--- src/cbct_pkg.sv ---
package cbct_pkg;

    localparam int BOX_W   = 48;
    localparam int CHAN_W  = 8;
    localparam int HITS_W  = 23;
    localparam int SUM_W   = 34;
    localparam int COORD_W = 11;
    localparam int CFG_IDX_W = 2;

    // frame summaries waiting for the divider
    localparam int QUEUE_DEPTH = 2;
    localparam int QPTR_W      = $clog2(QUEUE_DEPTH);
    localparam int QCNT_W      = $clog2(QUEUE_DEPTH + 1);

    // divider step counter
    localparam int STEP_W = $clog2(SUM_W);

    localparam logic [CFG_IDX_W-1:0] REG_RED_BOX   = 2'd0;
    localparam logic [CFG_IDX_W-1:0] REG_BLUE_BOX  = 2'd1;
    localparam logic [CFG_IDX_W-1:0] REG_GREEN_BOX = 2'd2;

    // byte layout: low b,g,r in bytes 0-2, high b,g,r in bytes 3-5
    localparam logic [BOX_W-1:0] RED_BOX_RESET   = 48'hFF6464_960000;
    localparam logic [BOX_W-1:0] BLUE_BOX_RESET  = 48'h6464FF_000096;
    localparam logic [BOX_W-1:0] GREEN_BOX_RESET = 48'h64FF64_009600;

    typedef struct packed {
        logic [HITS_W-1:0] hits;
        logic [SUM_W-1:0]  col_sum;
        logic [SUM_W-1:0]  row_sum;
        logic              blue_seen;
        logic              green_seen;
    } frame_sum_t;

    typedef struct packed {
        logic full;
        logic empty;
    } queue_status_t;

endpackage

--- src/cbct_front.sv ---
module cbct_front
    import cbct_pkg::*;
#(
    parameter int MAX_WIDTH  = 2048,
    parameter int MAX_HEIGHT = 2048
) (
    input  logic                 aclk,
    input  logic                 aresetn,
    input  logic                 cfg_write,
    input  logic [CFG_IDX_W-1:0] cfg_index,
    input  logic [BOX_W-1:0]     cfg_data,
    input  logic                 accept,
    input  logic [CHAN_W-1:0]    blue_value,
    input  logic [CHAN_W-1:0]    green_value,
    input  logic [CHAN_W-1:0]    red_value,
    input  logic                 start_of_frame,
    input  logic                 end_of_line,
    input  logic                 end_of_frame,
    output logic                 sum_push,
    output frame_sum_t           sum_data
);

    localparam int CW = $clog2(MAX_WIDTH);
    localparam int RW = $clog2(MAX_HEIGHT);
    localparam logic [CW-1:0]     COL_LAST = CW'(MAX_WIDTH - 1);
    localparam logic [RW-1:0]     ROW_LAST = RW'(MAX_HEIGHT - 1);
    localparam logic [HITS_W-1:0] HITS_MAX = '1;

    function automatic logic chan_in(input logic [BOX_W-1:0] box, input int lane,
                                     input logic [CHAN_W-1:0] v);
        logic [CHAN_W-1:0] lo;
        logic [CHAN_W-1:0] hi;
        lo = box[lane*CHAN_W +: CHAN_W];
        hi = box[(lane+3)*CHAN_W +: CHAN_W];
        return (lo <= v) && (v <= hi);
    endfunction

    function automatic logic box_hit(input logic [BOX_W-1:0] box,
                                     input logic [CHAN_W-1:0] b,
                                     input logic [CHAN_W-1:0] g,
                                     input logic [CHAN_W-1:0] r);
        return chan_in(box, 0, b) && chan_in(box, 1, g) && chan_in(box, 2, r);
    endfunction

    logic [BOX_W-1:0]  red_box_reg, blue_box_reg, green_box_reg;
    logic [CW-1:0]     col_reg, col_next, col_e;
    logic [RW-1:0]     row_reg, row_next, row_e;
    logic [HITS_W-1:0] hits_reg, hits_next, hits_e;
    logic [SUM_W-1:0]  csum_reg, csum_next, csum_e;
    logic [SUM_W-1:0]  rsum_reg, rsum_next, rsum_e;
    logic              blue_reg, blue_next, blue_e;
    logic              green_reg, green_next, green_e;
    logic [SUM_W:0]    col_add, row_add;
    logic              red_take;

    always_comb begin
        // start marker clears before the pixel counts
        col_e   = start_of_frame ? '0 : col_reg;
        row_e   = start_of_frame ? '0 : row_reg;
        hits_e  = start_of_frame ? '0 : hits_reg;
        csum_e  = start_of_frame ? '0 : csum_reg;
        rsum_e  = start_of_frame ? '0 : rsum_reg;
        blue_e  = start_of_frame ? 1'b0 : blue_reg;
        green_e = start_of_frame ? 1'b0 : green_reg;

        col_add = {1'b0, csum_e} + (SUM_W+1)'(col_e);
        row_add = {1'b0, rsum_e} + (SUM_W+1)'(row_e);
        // hit dropped when any accumulator would overflow
        red_take = box_hit(red_box_reg, blue_value, green_value, red_value) &&
                   (hits_e != HITS_MAX) && !col_add[SUM_W] && !row_add[SUM_W];

        sum_data.hits       = red_take ? hits_e + 1'b1 : hits_e;
        sum_data.col_sum    = red_take ? col_add[SUM_W-1:0] : csum_e;
        sum_data.row_sum    = red_take ? row_add[SUM_W-1:0] : rsum_e;
        sum_data.blue_seen  = blue_e |
                              box_hit(blue_box_reg, blue_value, green_value, red_value);
        sum_data.green_seen = green_e |
                              box_hit(green_box_reg, blue_value, green_value, red_value);

        hits_next  = sum_data.hits;
        csum_next  = sum_data.col_sum;
        rsum_next  = sum_data.row_sum;
        blue_next  = sum_data.blue_seen;
        green_next = sum_data.green_seen;
        col_next   = col_e;
        row_next   = row_e;

        if (end_of_frame) begin
            hits_next  = '0;
            csum_next  = '0;
            rsum_next  = '0;
            blue_next  = 1'b0;
            green_next = 1'b0;
            col_next   = '0;
            row_next   = '0;
        end else if (end_of_line) begin
            col_next = '0;
            if (row_e < ROW_LAST) row_next = row_e + 1'b1;
        end else begin
            if (col_e < COL_LAST) col_next = col_e + 1'b1;
        end
    end

    assign sum_push = accept && end_of_frame;

    always_ff @(posedge aclk) begin
        if (!aresetn) begin
            red_box_reg   <= RED_BOX_RESET;
            blue_box_reg  <= BLUE_BOX_RESET;
            green_box_reg <= GREEN_BOX_RESET;
            col_reg       <= '0;
            row_reg       <= '0;
            hits_reg      <= '0;
            csum_reg      <= '0;
            rsum_reg      <= '0;
            blue_reg      <= 1'b0;
            green_reg     <= 1'b0;
        end else begin
            if (cfg_write) begin
                unique case (cfg_index)
                    REG_RED_BOX:   red_box_reg   <= cfg_data;
                    REG_BLUE_BOX:  blue_box_reg  <= cfg_data;
                    REG_GREEN_BOX: green_box_reg <= cfg_data;
                    default: ;
                endcase
            end
            if (accept) begin
                col_reg   <= col_next;
                row_reg   <= row_next;
                hits_reg  <= hits_next;
                csum_reg  <= csum_next;
                rsum_reg  <= rsum_next;
                blue_reg  <= blue_next;
                green_reg <= green_next;
            end
        end
    end

endmodule

--- src/cbct_queue.sv ---
module cbct_queue
    import cbct_pkg::*;
(
    input  logic          aclk,
    input  logic          aresetn,
    input  logic          push,
    input  frame_sum_t    push_data,
    input  logic          pop,
    output frame_sum_t    pop_data,
    output queue_status_t status
);

    frame_sum_t          entry_reg [QUEUE_DEPTH];
    logic [QPTR_W-1:0]   wr_ptr_reg, rd_ptr_reg;
    logic [QCNT_W-1:0]   count_reg;
    logic                do_push, do_pop;

    assign status.full  = (count_reg == QCNT_W'(QUEUE_DEPTH));
    assign status.empty = (count_reg == '0);
    assign do_push  = push && !status.full;
    assign do_pop   = pop && !status.empty;
    assign pop_data = entry_reg[rd_ptr_reg];

    always_ff @(posedge aclk) begin
        if (do_push) entry_reg[wr_ptr_reg] <= push_data;
    end

    always_ff @(posedge aclk) begin
        if (!aresetn) begin
            wr_ptr_reg <= '0;
            rd_ptr_reg <= '0;
            count_reg  <= '0;
        end else begin
            if (do_push) wr_ptr_reg <= wr_ptr_reg + 1'b1;
            if (do_pop)  rd_ptr_reg <= rd_ptr_reg + 1'b1;
            if (do_push && !do_pop)      count_reg <= count_reg + 1'b1;
            else if (do_pop && !do_push) count_reg <= count_reg - 1'b1;
        end
    end

endmodule

--- src/cbct_back.sv ---
module cbct_back
    import cbct_pkg::*;
(
    input  logic               aclk,
    input  logic               aresetn,
    input  queue_status_t      q_status,
    input  frame_sum_t         q_data,
    output logic               q_pop,
    output logic               m_valid,
    input  logic               m_ready,
    output logic               red_found,
    output logic [COORD_W-1:0] cursor_x,
    output logic [COORD_W-1:0] cursor_y,
    output logic               right_click,
    output logic               left_click
);

    typedef enum logic [2:0] {
        ST_IDLE = 3'b001,
        ST_DIV  = 3'b010,
        ST_DONE = 3'b100
    } back_state_t;

    back_state_t       state_reg, state_next;
    logic [STEP_W-1:0] step_reg;
    logic [HITS_W-1:0] div_reg;
    logic [HITS_W-1:0] rem_x_reg, rem_y_reg, rem_x_next, rem_y_next;
    logic [SUM_W-1:0]  quo_x_reg, quo_y_reg, quo_x_next, quo_y_next;
    logic              found_reg, blue_reg, green_reg;

    // one restoring step: shift in the next dividend bit, subtract if it fits
    function automatic logic [HITS_W+SUM_W-1:0] div_step(input logic [HITS_W-1:0] rem,
                                                         input logic [SUM_W-1:0] quo,
                                                         input logic [HITS_W-1:0] d);
        logic [HITS_W:0] trial;
        logic [HITS_W:0] diff;
        logic            ge;
        trial = {rem, quo[SUM_W-1]};
        diff  = trial - {1'b0, d};
        ge    = (trial >= {1'b0, d});
        return {ge ? diff[HITS_W-1:0] : trial[HITS_W-1:0], quo[SUM_W-2:0], ge};
    endfunction

    always_comb begin
        {rem_x_next, quo_x_next} = div_step(rem_x_reg, quo_x_reg, div_reg);
        {rem_y_next, quo_y_next} = div_step(rem_y_reg, quo_y_reg, div_reg);
    end

    always_comb begin
        state_next = state_reg;
        q_pop      = 1'b0;
        unique case (state_reg)
            ST_IDLE: begin
                if (!q_status.empty) begin
                    q_pop      = 1'b1;
                    state_next = ST_DIV;
                end
            end
            ST_DIV: begin
                if (step_reg == '0) state_next = ST_DONE;
            end
            ST_DONE: begin
                if (m_ready) state_next = ST_IDLE;
            end
            default: state_next = ST_IDLE;
        endcase
    end

    always_ff @(posedge aclk) begin
        if (!aresetn) begin
            state_reg <= ST_IDLE;
        end else begin
            state_reg <= state_next;
        end
    end

    always_ff @(posedge aclk) begin
        if (q_pop) begin
            div_reg   <= q_data.hits;
            rem_x_reg <= '0;
            rem_y_reg <= '0;
            quo_x_reg <= q_data.col_sum;
            quo_y_reg <= q_data.row_sum;
            found_reg <= (q_data.hits != '0);
            blue_reg  <= q_data.blue_seen;
            green_reg <= q_data.green_seen;
            step_reg  <= STEP_W'(SUM_W - 1);
        end else if (state_reg == ST_DIV) begin
            rem_x_reg <= rem_x_next;
            rem_y_reg <= rem_y_next;
            quo_x_reg <= quo_x_next;
            quo_y_reg <= quo_y_next;
            step_reg  <= step_reg - 1'b1;
        end
    end

    assign m_valid     = (state_reg == ST_DONE);
    assign red_found   = found_reg;
    // no red hits: the quotient is meaningless, report zero
    assign cursor_x    = found_reg ? quo_x_reg[COORD_W-1:0] : '0;
    assign cursor_y    = found_reg ? quo_y_reg[COORD_W-1:0] : '0;
    assign right_click = blue_reg;
    assign left_click  = green_reg;

endmodule

--- src/color_box_centroid_tracker_top.sv ---
// color box centroid tracker
// input channel (s_*): one BGR pixel per transaction with start_of_frame,
//   end_of_line and end_of_frame markers; s_ready is high while the frame
//   summary queue has room, so pixels normally stream at one per cycle
// result channel (m_*): one transaction per frame, issued after the
//   end_of_frame pixel: red presence, truncated red centroid, blue presence
//   as right_click and green presence as left_click
// config port: cfg_write with cfg_index 0 red, 1 blue, 2 green box;
//   cfg_data is the packed low/high byte bounds; other indexes are ignored
// result path: with the back end idle, the summary is popped after the end_of_frame
//   pixel, then the bit-serial divider works through the 34-bit sums one bit at a
//   time before m_valid rises
// throughput: one pixel per cycle; the divider takes the next frame summary only
//   after the wait on m_ready, and a two-entry summary queue lets the next
//   frames accumulate meanwhile; with the queue full, s_ready drops
// reset: synchronous active-low aresetn restores the default color boxes,
//   clears counters, accumulators and the queue, and drops m_valid
// receiver stall: the result holds on m_* until m_ready; pixels keep
//   flowing until the queue fills
module color_box_centroid_tracker_top
    import cbct_pkg::*;
#(
    parameter int MAX_WIDTH  = 2048,
    parameter int MAX_HEIGHT = 2048
) (
    input  logic                 aclk,
    input  logic                 aresetn,
    // configuration writes
    input  logic                 cfg_write,
    input  logic [CFG_IDX_W-1:0] cfg_index,
    input  logic [BOX_W-1:0]     cfg_data,
    // pixel stream
    input  logic                 s_valid,
    output logic                 s_ready,
    input  logic [CHAN_W-1:0]    s_blue_value,
    input  logic [CHAN_W-1:0]    s_green_value,
    input  logic [CHAN_W-1:0]    s_red_value,
    input  logic                 s_start_of_frame,
    input  logic                 s_end_of_line,
    input  logic                 s_end_of_frame,
    // per-frame result
    output logic                 m_valid,
    input  logic                 m_ready,
    output logic                 m_red_found,
    output logic [COORD_W-1:0]   m_cursor_x,
    output logic [COORD_W-1:0]   m_cursor_y,
    output logic                 m_right_click,
    output logic                 m_left_click
);

    logic          s_accept;
    logic          sum_push;
    frame_sum_t    sum_data;
    frame_sum_t    q_data;
    logic          q_pop;
    queue_status_t q_status;

    // the queue must take the summary of any pixel we accept
    assign s_ready  = !q_status.full;
    assign s_accept = s_valid && s_ready;

    // front: color box tests and per-frame accumulation
    cbct_front #(
        .MAX_WIDTH  (MAX_WIDTH),
        .MAX_HEIGHT (MAX_HEIGHT)
    ) u_front (
        .aclk           (aclk),
        .aresetn        (aresetn),
        .cfg_write      (cfg_write),
        .cfg_index      (cfg_index),
        .cfg_data       (cfg_data),
        .accept         (s_accept),
        .blue_value     (s_blue_value),
        .green_value    (s_green_value),
        .red_value      (s_red_value),
        .start_of_frame (s_start_of_frame),
        .end_of_line    (s_end_of_line),
        .end_of_frame   (s_end_of_frame),
        .sum_push       (sum_push),
        .sum_data       (sum_data)
    );

    // frame summaries between accumulation and division
    cbct_queue u_queue (
        .aclk      (aclk),
        .aresetn   (aresetn),
        .push      (sum_push),
        .push_data (sum_data),
        .pop       (q_pop),
        .pop_data  (q_data),
        .status    (q_status)
    );

    // back: serial centroid division and result register
    cbct_back u_back (
        .aclk        (aclk),
        .aresetn     (aresetn),
        .q_status    (q_status),
        .q_data      (q_data),
        .q_pop       (q_pop),
        .m_valid     (m_valid),
        .m_ready     (m_ready),
        .red_found   (m_red_found),
        .cursor_x    (m_cursor_x),
        .cursor_y    (m_cursor_y),
        .right_click (m_right_click),
        .left_click  (m_left_click)
    );

endmodule
--- config.mk ---
export PLATFORM = sky130hd
export DESIGN_NAME = color_box_centroid_tracker_top
export DESIGN_NICKNAME = d
export VERILOG_FILES = /design/src/cbct_pkg.sv /design/src/cbct_front.sv /design/src/cbct_queue.sv /design/src/cbct_back.sv /design/src/color_box_centroid_tracker_top.sv
export SDC_FILE = /design/constraint.sdc
export NUM_CORES = 1
export LEC_CHECK = 0
export BUFFER_PORTS_ARGS = -buffer_cell sky130_fd_sc_hd__clkbuf_2
export CORE_UTILIZATION = 65
export CTS_CLUSTER_SIZE = 40
export DETAILED_ROUTE_END_ITERATION = 12
export PLACE_DENSITY = 0.91
export SYNTH_ARGS = -nofsm -noshare
export SYNTH_HDL_FRONTEND = slang
export SYNTH_SLANG_ARGS = --single-unit
--- constraint.sdc ---
create_clock -name aclk -period 18.2 [get_ports aclk]
set_input_delay 5.46 -clock aclk [delete_from_list [all_inputs] [get_ports aclk]]
set_output_delay 5.46 -clock aclk [all_outputs]
set_load 0.01 [all_outputs]
==> impl_metrics.tcl, run 1 <==
set metrics [dict create \
    cts_tree "yes" \
    synth_most_common_cell "nand2_1" \
    cts_setup_buffers 0 \
    setup_slack_ps 7860 \
    fillerInstances 3184 \
    cts_buffers 60 \
    finalSetupViolations 0 \
    dr_total_vias 26000 \
    clkLatencyLatePin_ps 640 \
    hpwl_um 51300 \
    grt_max_degree 113 \
    firstDrtPassIters 9 \
    grt_pass1_vias 25300 \
    layout_min_cycle_time_ps 10340 \
    synth_edf_count 280 \
    place_congestion 0.898 \
    cts_htree_levels 2 \
    fmax_mhz 96.7 \
    synth.area.top_cells "edfxtp_1, dfxtp_1, ha_1" \
    status "complete, no violations" \
    root_buffer "clkbuf_16" \
    drt_iter0_drc 3192 \
    endpoint_kind "register" \
    cts.reportedPaths.clkPinSlew_ps 70 \
    maxCapViolCount 0 \
    relSlewSlack 0.325 \
    rsz0062_at_grt "no" \
    hold_viol 0 \
    crit_required_ps 18770 \
    layout-drive-gt1-share 0.0955 \
    cts_buffer_depth 3 \
    period_share 0.568 \
    syn_inst 3342 \
    synthesis.nets 3644 \
    wl_per_cell_um 19.7 \
    die_h_um 223 \
    drv_slew 0 \
    largest_reg_flops 186 \
    power.density_mw_per_mm2 112 \
    core_sq_mm 0.0480 \
    critPathKind "primary input to register" \
    worstPathMaxFanout 69 \
    fin_setup_tns_ps 0 \
    postCtsHoldBufs 0 \
    syn_to_final_growth_pct 9.59 \
    ir_drop_mv 0.108 \
    worst_ep_arrival_time_ps 10900 \
    routed_wl_um 80000 \
    finalNetCount 3684 \
    initial_core_util 0.663 \
    ys.flop_type "dfxtp_1" \
    antenna_found_initial 6 \
    yosysWarnings 0 \
    gr-total-overflow 0 \
    std_cell_rows 80 \
    die_area_sq_mm 0.0499 \
    synth_top_area_share 0.264 \
    grt_use_total 0.315 \
    syn_area_sq_mm 0.0319 \
    clock_sinks 599 \
    dp_slack_ps 7470 \
    final_antenna_net_count 0 \
    io_pins 109 \
    synth_cell_types 84 \
    synthTopCellsByCount "nand2_1, dfxtp_1, edfxtp_1" \
    synth.yosys.seq_area_share 0.464 \
    fp.dieW_um 223 \
    seqCellArea_sq_mm 0.0148 \
    multi_input_area_sq_mm 0.0159 \
    finClkSkew_ps 27.9 \
    synth-seq-cells 599 \
    grt_pass1_wl_um 128000 \
    start_kind "primary input" \
    syn_area_per_cell_sq_um 9.54 \
    postSynth.asyncResetShare 0 \
    ctsResizeCount 0 \
    drc 0 \
    io_buffers 108 \
    worstMarginPinSlew_ps 1010 \
    leakage_nw 13.7 \
    via_per_inst 6.41 \
    hold_class "register to register" \
    yosysTopAreaCell "edfxtp_1" \
]
-- metrics by stage --
stage | hold WS [ps] | total power (W) | instances | utilization | instance area [sq um]
3_3_place_gp | 433 | 0.00256 | 3935 | 0.683 | 32800
5_1_grt | 486 | 0.00406 | 4052 | 0.727 | 34900
2_1_floorplan | 417 | 0.00234 | 3342 | - | 31900
4_1_cts | 468 | 0.00391 | 4048 | 0.727 | 34900
6_report | 464 | 0.00391 | 4052 | 0.727 | 34900
3_5_place_dp | 449 | 0.00261 | 3935 | 0.683 | 32800
-- final timing paths --
kind	startpoint	end	slack, ps	cells past startpoint
worst min register to register	u_front.blue_box_reg[8]	u_front.blue_box_reg[8]	460	2
worst min-delay path	u_front.blue_box_reg[8]	u_front.blue_box_reg[8]	460	2
worst max register to register	u_front.col_reg[0]	u_front.hits_reg[1]	13430	14
worst max-delay path	s_start_of_frame	u_front.hits_reg[1]	7860	16
-- kinds of logic (layout without fill, tap and decap cells) --
family                     after synthesis  after routing  share of synthesized area
and+or+nand+nor                       1151           1151                      0.171
AOI/OAI and AO/OA                      799            799                      0.162
DFF                                    599            599                      0.464
buffers and inverters                  323            414                     0.0398
adders and majority gates              220            220                     0.0873
muxes                                  126            126                     0.0414
xor gates and xnor gates               124            124                     0.0341
other                                    0              4                          0
-- report_power, final --
group,switching [W],total (W),internal [W]
Clock,0.000539,0.00131,0.000769
Sequential,0.0000812,0.00173,0.00165
Combinational,0.000579,0.000876,0.000297
Total,0.00120,0.00391,0.00271
-- critical path, stage by stage --
cell and delay (ps):
buf_4 260, buf_4 420, inv_1 130, buf_4 450
nand2_1 230, fa_1 500, nor2b_1 170, o31a_1 210
nor2b_1 70, o31ai_1 310, a221o_1 410, a32o_2 720
nor2_4 230, buf_4 330, o21ai_2 680, a22o_1 240
-- cell usage in the layout, fill, tap and decap left out, drive strengths merged, types with 93 or more instances in the layout --
cell type / n
a21oi: 125
dfxtp: 319
nor2b: 93
inv: 158
nor2: 139
ha: 216
a21boi: 101
nand2: 545
edfxtp: 280
clkbuf: 187
o21ai: 264
-- per-layer routing --
layer	global-route usage	share of wire	vias to the layer above
li1	-	-	12100
met3	0.0536	0.093	256
met4	0.146	0.039	2
met1	0.403	0.40	12200
met5	0	0.00014	-
met2	0.524	0.47	1405
-- area by class of cell --
cell class | instances | area share
Multi-Input combinational cell | 2420 | 0.454
Sequential cell | 599 | 0.424
Clock buffer | 81 | 0.0497
Timing Repair Buffer | 142 | 0.0229
Tap cell | 615 | 0.0220
Inverter | 159 | 0.0171
Clock inverter | 32 | 0.0104
Antenna cell | 4 | 0.000287
Note: power is estimated with default switching activity, not from simulation.
==> run 2: changes to the inputs <==
--- a/config.mk
+++ b/config.mk
@@ -6,10 +6,10 @@
 export NUM_CORES = 1
 export LEC_CHECK = 0
 export BUFFER_PORTS_ARGS = -buffer_cell sky130_fd_sc_hd__clkbuf_2
-export CORE_UTILIZATION = 65
+export CORE_UTILIZATION = 63
 export CTS_CLUSTER_SIZE = 40
 export DETAILED_ROUTE_END_ITERATION = 12
-export PLACE_DENSITY = 0.91
+export PLACE_DENSITY = 0.89
 export SYNTH_ARGS = -nofsm -noshare
 export SYNTH_HDL_FRONTEND = slang
 export SYNTH_SLANG_ARGS = --single-unit
==> constraint.sdc (replaced) <==
create_clock -name aclk -period 10.4 [get_ports aclk]
set_input_delay 3.12 -clock aclk [delete_from_list [all_inputs] [get_ports aclk]]
set_output_delay 3.12 -clock aclk [all_outputs]
set_load 0.01 [all_outputs]
==> run 2 against run 1 <==
  * Wire length down 3.5%
  * Register-to-register slack lost 7900 ps
  * First-iteration DRC count down 15%
  * Critical path type unchanged
  * Final cell count is 1.4% higher
  * Design area is 0.24% lower
  * Clock power up 65%
  * Global-route usage shrank 1.7 points
  * Via count down 1.5%
  * Non-clock buffer count is 1 higher
  * Combinational power increased by 72%
==> impl_metrics.tcl, run 2 (synthesized netlist as in run 1, its figures left out) <==
set metrics [dict create \
    fmax_mhz 132 \
    rr_worst_depth 14 \
    worst_ep_arrival_time_ps 8100 \
    layout_min_cycle_time_ps 7550 \
    crit_start "s_start_of_frame" \
    wl_per_cell_um 18.8 \
    hold_viol 0 \
    power.density_mw_per_mm2 192 \
    power_w 0.00669 \
    fp.dieW_um 227 \
    drv_slew 0 \
    grt_pass1_wl_um 123000 \
    period_share 0.726 \
    setup_slack_ps 2850 \
    largest_reg_flops 186 \
    crit_end "u_front.hits_reg[1]" \
    cts_buffers 59 \
    postCtsHoldBufs 0 \
    grt_use_total 0.298 \
    cts_buffer_depth 3 \
    io_pins 109 \
    maxCapViolCount 0 \
    crit_required_ps 10950 \
    status "complete, no violations" \
    worstMarginPinSlew_ps 1080 \
    leakage_nw 13.6 \
    final_antenna_net_count 0 \
    drc 0 \
    dp_slack_ps 2400 \
    clock_sinks 599 \
    layout-drive-gt1-share 0.0936 \
    hpwl_um 50200 \
    cts_tree "yes" \
    cts_htree_levels 2 \
    place_congestion 0.950 \
    endpoint_kind "register" \
    fin_setup_tns_ps 0 \
    finalNetCount 3684 \
    gr-total-overflow 0 \
    finalSetupViolations 0 \
    antenna_found_initial 8 \
    die_area_sq_mm 0.0515 \
    finClkSkew_ps 23.4 \
    via_per_inst 6.23 \
    io_buffers 108 \
    grt_max_degree 97 \
    rsz0062_at_grt "no" \
    critPathKind "primary input to register" \
    place_area_sq_mm 0.0329 \
    core_sq_mm 0.0501 \
    cts_setup_buffers 0 \
    worstPathMaxFanout 67 \
    worstReg2RegEnd "u_front.hits_reg[1]" \
    drt_iter0_drc 2700 \
    dr_total_vias 25600 \
    ir_drop_mv 0.189 \
    routed_wl_um 77100 \
    syn_to_final_growth_pct 9.32 \
    die_h_um 227 \
    root_buffer "clkbuf_16" \
    finish.instance_area_sq_mm 0.0348 \
    cts.reportedPaths.clkPinSlew_ps 60 \
    firstDrtPassIters 9 \
    hold_class "register to register" \
    clkLatencyLatePin_ps 630 \
    start_kind "primary input" \
    final_cell_mix "nand2_1, dfxtp_1, edfxtp_1" \
    fillerInstances 3543 \
    std_cell_rows 82 \
    grt_pass1_vias 24600 \
    final_common_cell "nand2_1" \
    rrSetupSlack_ps 5520 \
    relSlewSlack 0.278 \
    ctsResizeCount 0 \
    reg2reg_from "u_front.col_reg[0]" \
    initial_core_util 0.637 \
]
run 2: cell count changes in the layout (fill, tap and decap cells not counted), moves of 2 or more:
cell	previous run	this run
clkinv_4	5	2
clkbuf_8	5	2
inv_6	0	2
clkinvlp_4	0	6
clkbuf_16	65	59
clkinv_2	16	12
clkbuf_1	11	9
diode_2	4	7
clkinv_1	4	10
run 2: worst min path at each step:
stage                                         start                        end  cells after the start
after floorplan                 u_front.row_reg[10]        u_front.row_reg[10]                      2
after global placement          u_front.rsum_reg[2]        u_front.rsum_reg[2]                      1
after detailed placement        u_front.rsum_reg[2]        u_front.rsum_reg[2]                      1
after CTS                       u_front.rsum_reg[2]        u_front.rsum_reg[2]                      1
after global routing            u_back.rem_y_reg[8]        u_back.rem_y_reg[8]                      2
final                     u_front.green_box_reg[25]  u_front.green_box_reg[25]                      2
run 2: final cells by class:
type	count	area (sq um)	area share
Inverter	159	597	0.0171
Clock inverter	39	389	0.0112
Sequential cell	599	14800	0.425
Clock buffer	70	1540	0.0441
Antenna cell	7	17.5	0.000503
Tap cell	672	841	0.0241
Multi-Input combinational cell	2420	15900	0.455
Timing Repair Buffer	143	808	0.0232
run 2: critical path, stage by stage:
cell	delay, ps
buf_4	320
inv_1	180
buf_4	270
nand2_1	160
fa_1	470
nor2b_1	180
o31a_1	210
nor2b_1	80
o31ai_1	350
a221o_1	420
a32o_2	710
nor2_4	310
buf_4	310
o21ai_2	690
a22o_1	250
run 2: stage by stage:
step	hold slack, ps	cells	utilization
final	465	4109	0.696
after global routing	485	4108	0.696
after CTS	465	4102	0.696
after detailed placement	444	3993	0.657
after global placement	441	3993	0.657
after floorplan	417	3342	-
run 2: power by group:
| group | internal [W] | switching (W) |
|---|---|---|
| clock | 0.00123 | 0.000932 |
| sequential | 0.00288 | 0.000139 |
| combinational | 0.000520 | 0.000991 |
run 2: layer usage:
| layer | track usage | routed length [um] | vias up |
|---|---|---|---|
| li1 | - | - | 12100 |
| met1 | 0.389 | 31900 | 12100 |
| met2 | 0.484 | 35700 | 1179 |
| met3 | 0.0471 | 6460 | 250 |
| met4 | 0.147 | 3070 | 2 |
| met5 | 0 | 13 | - |
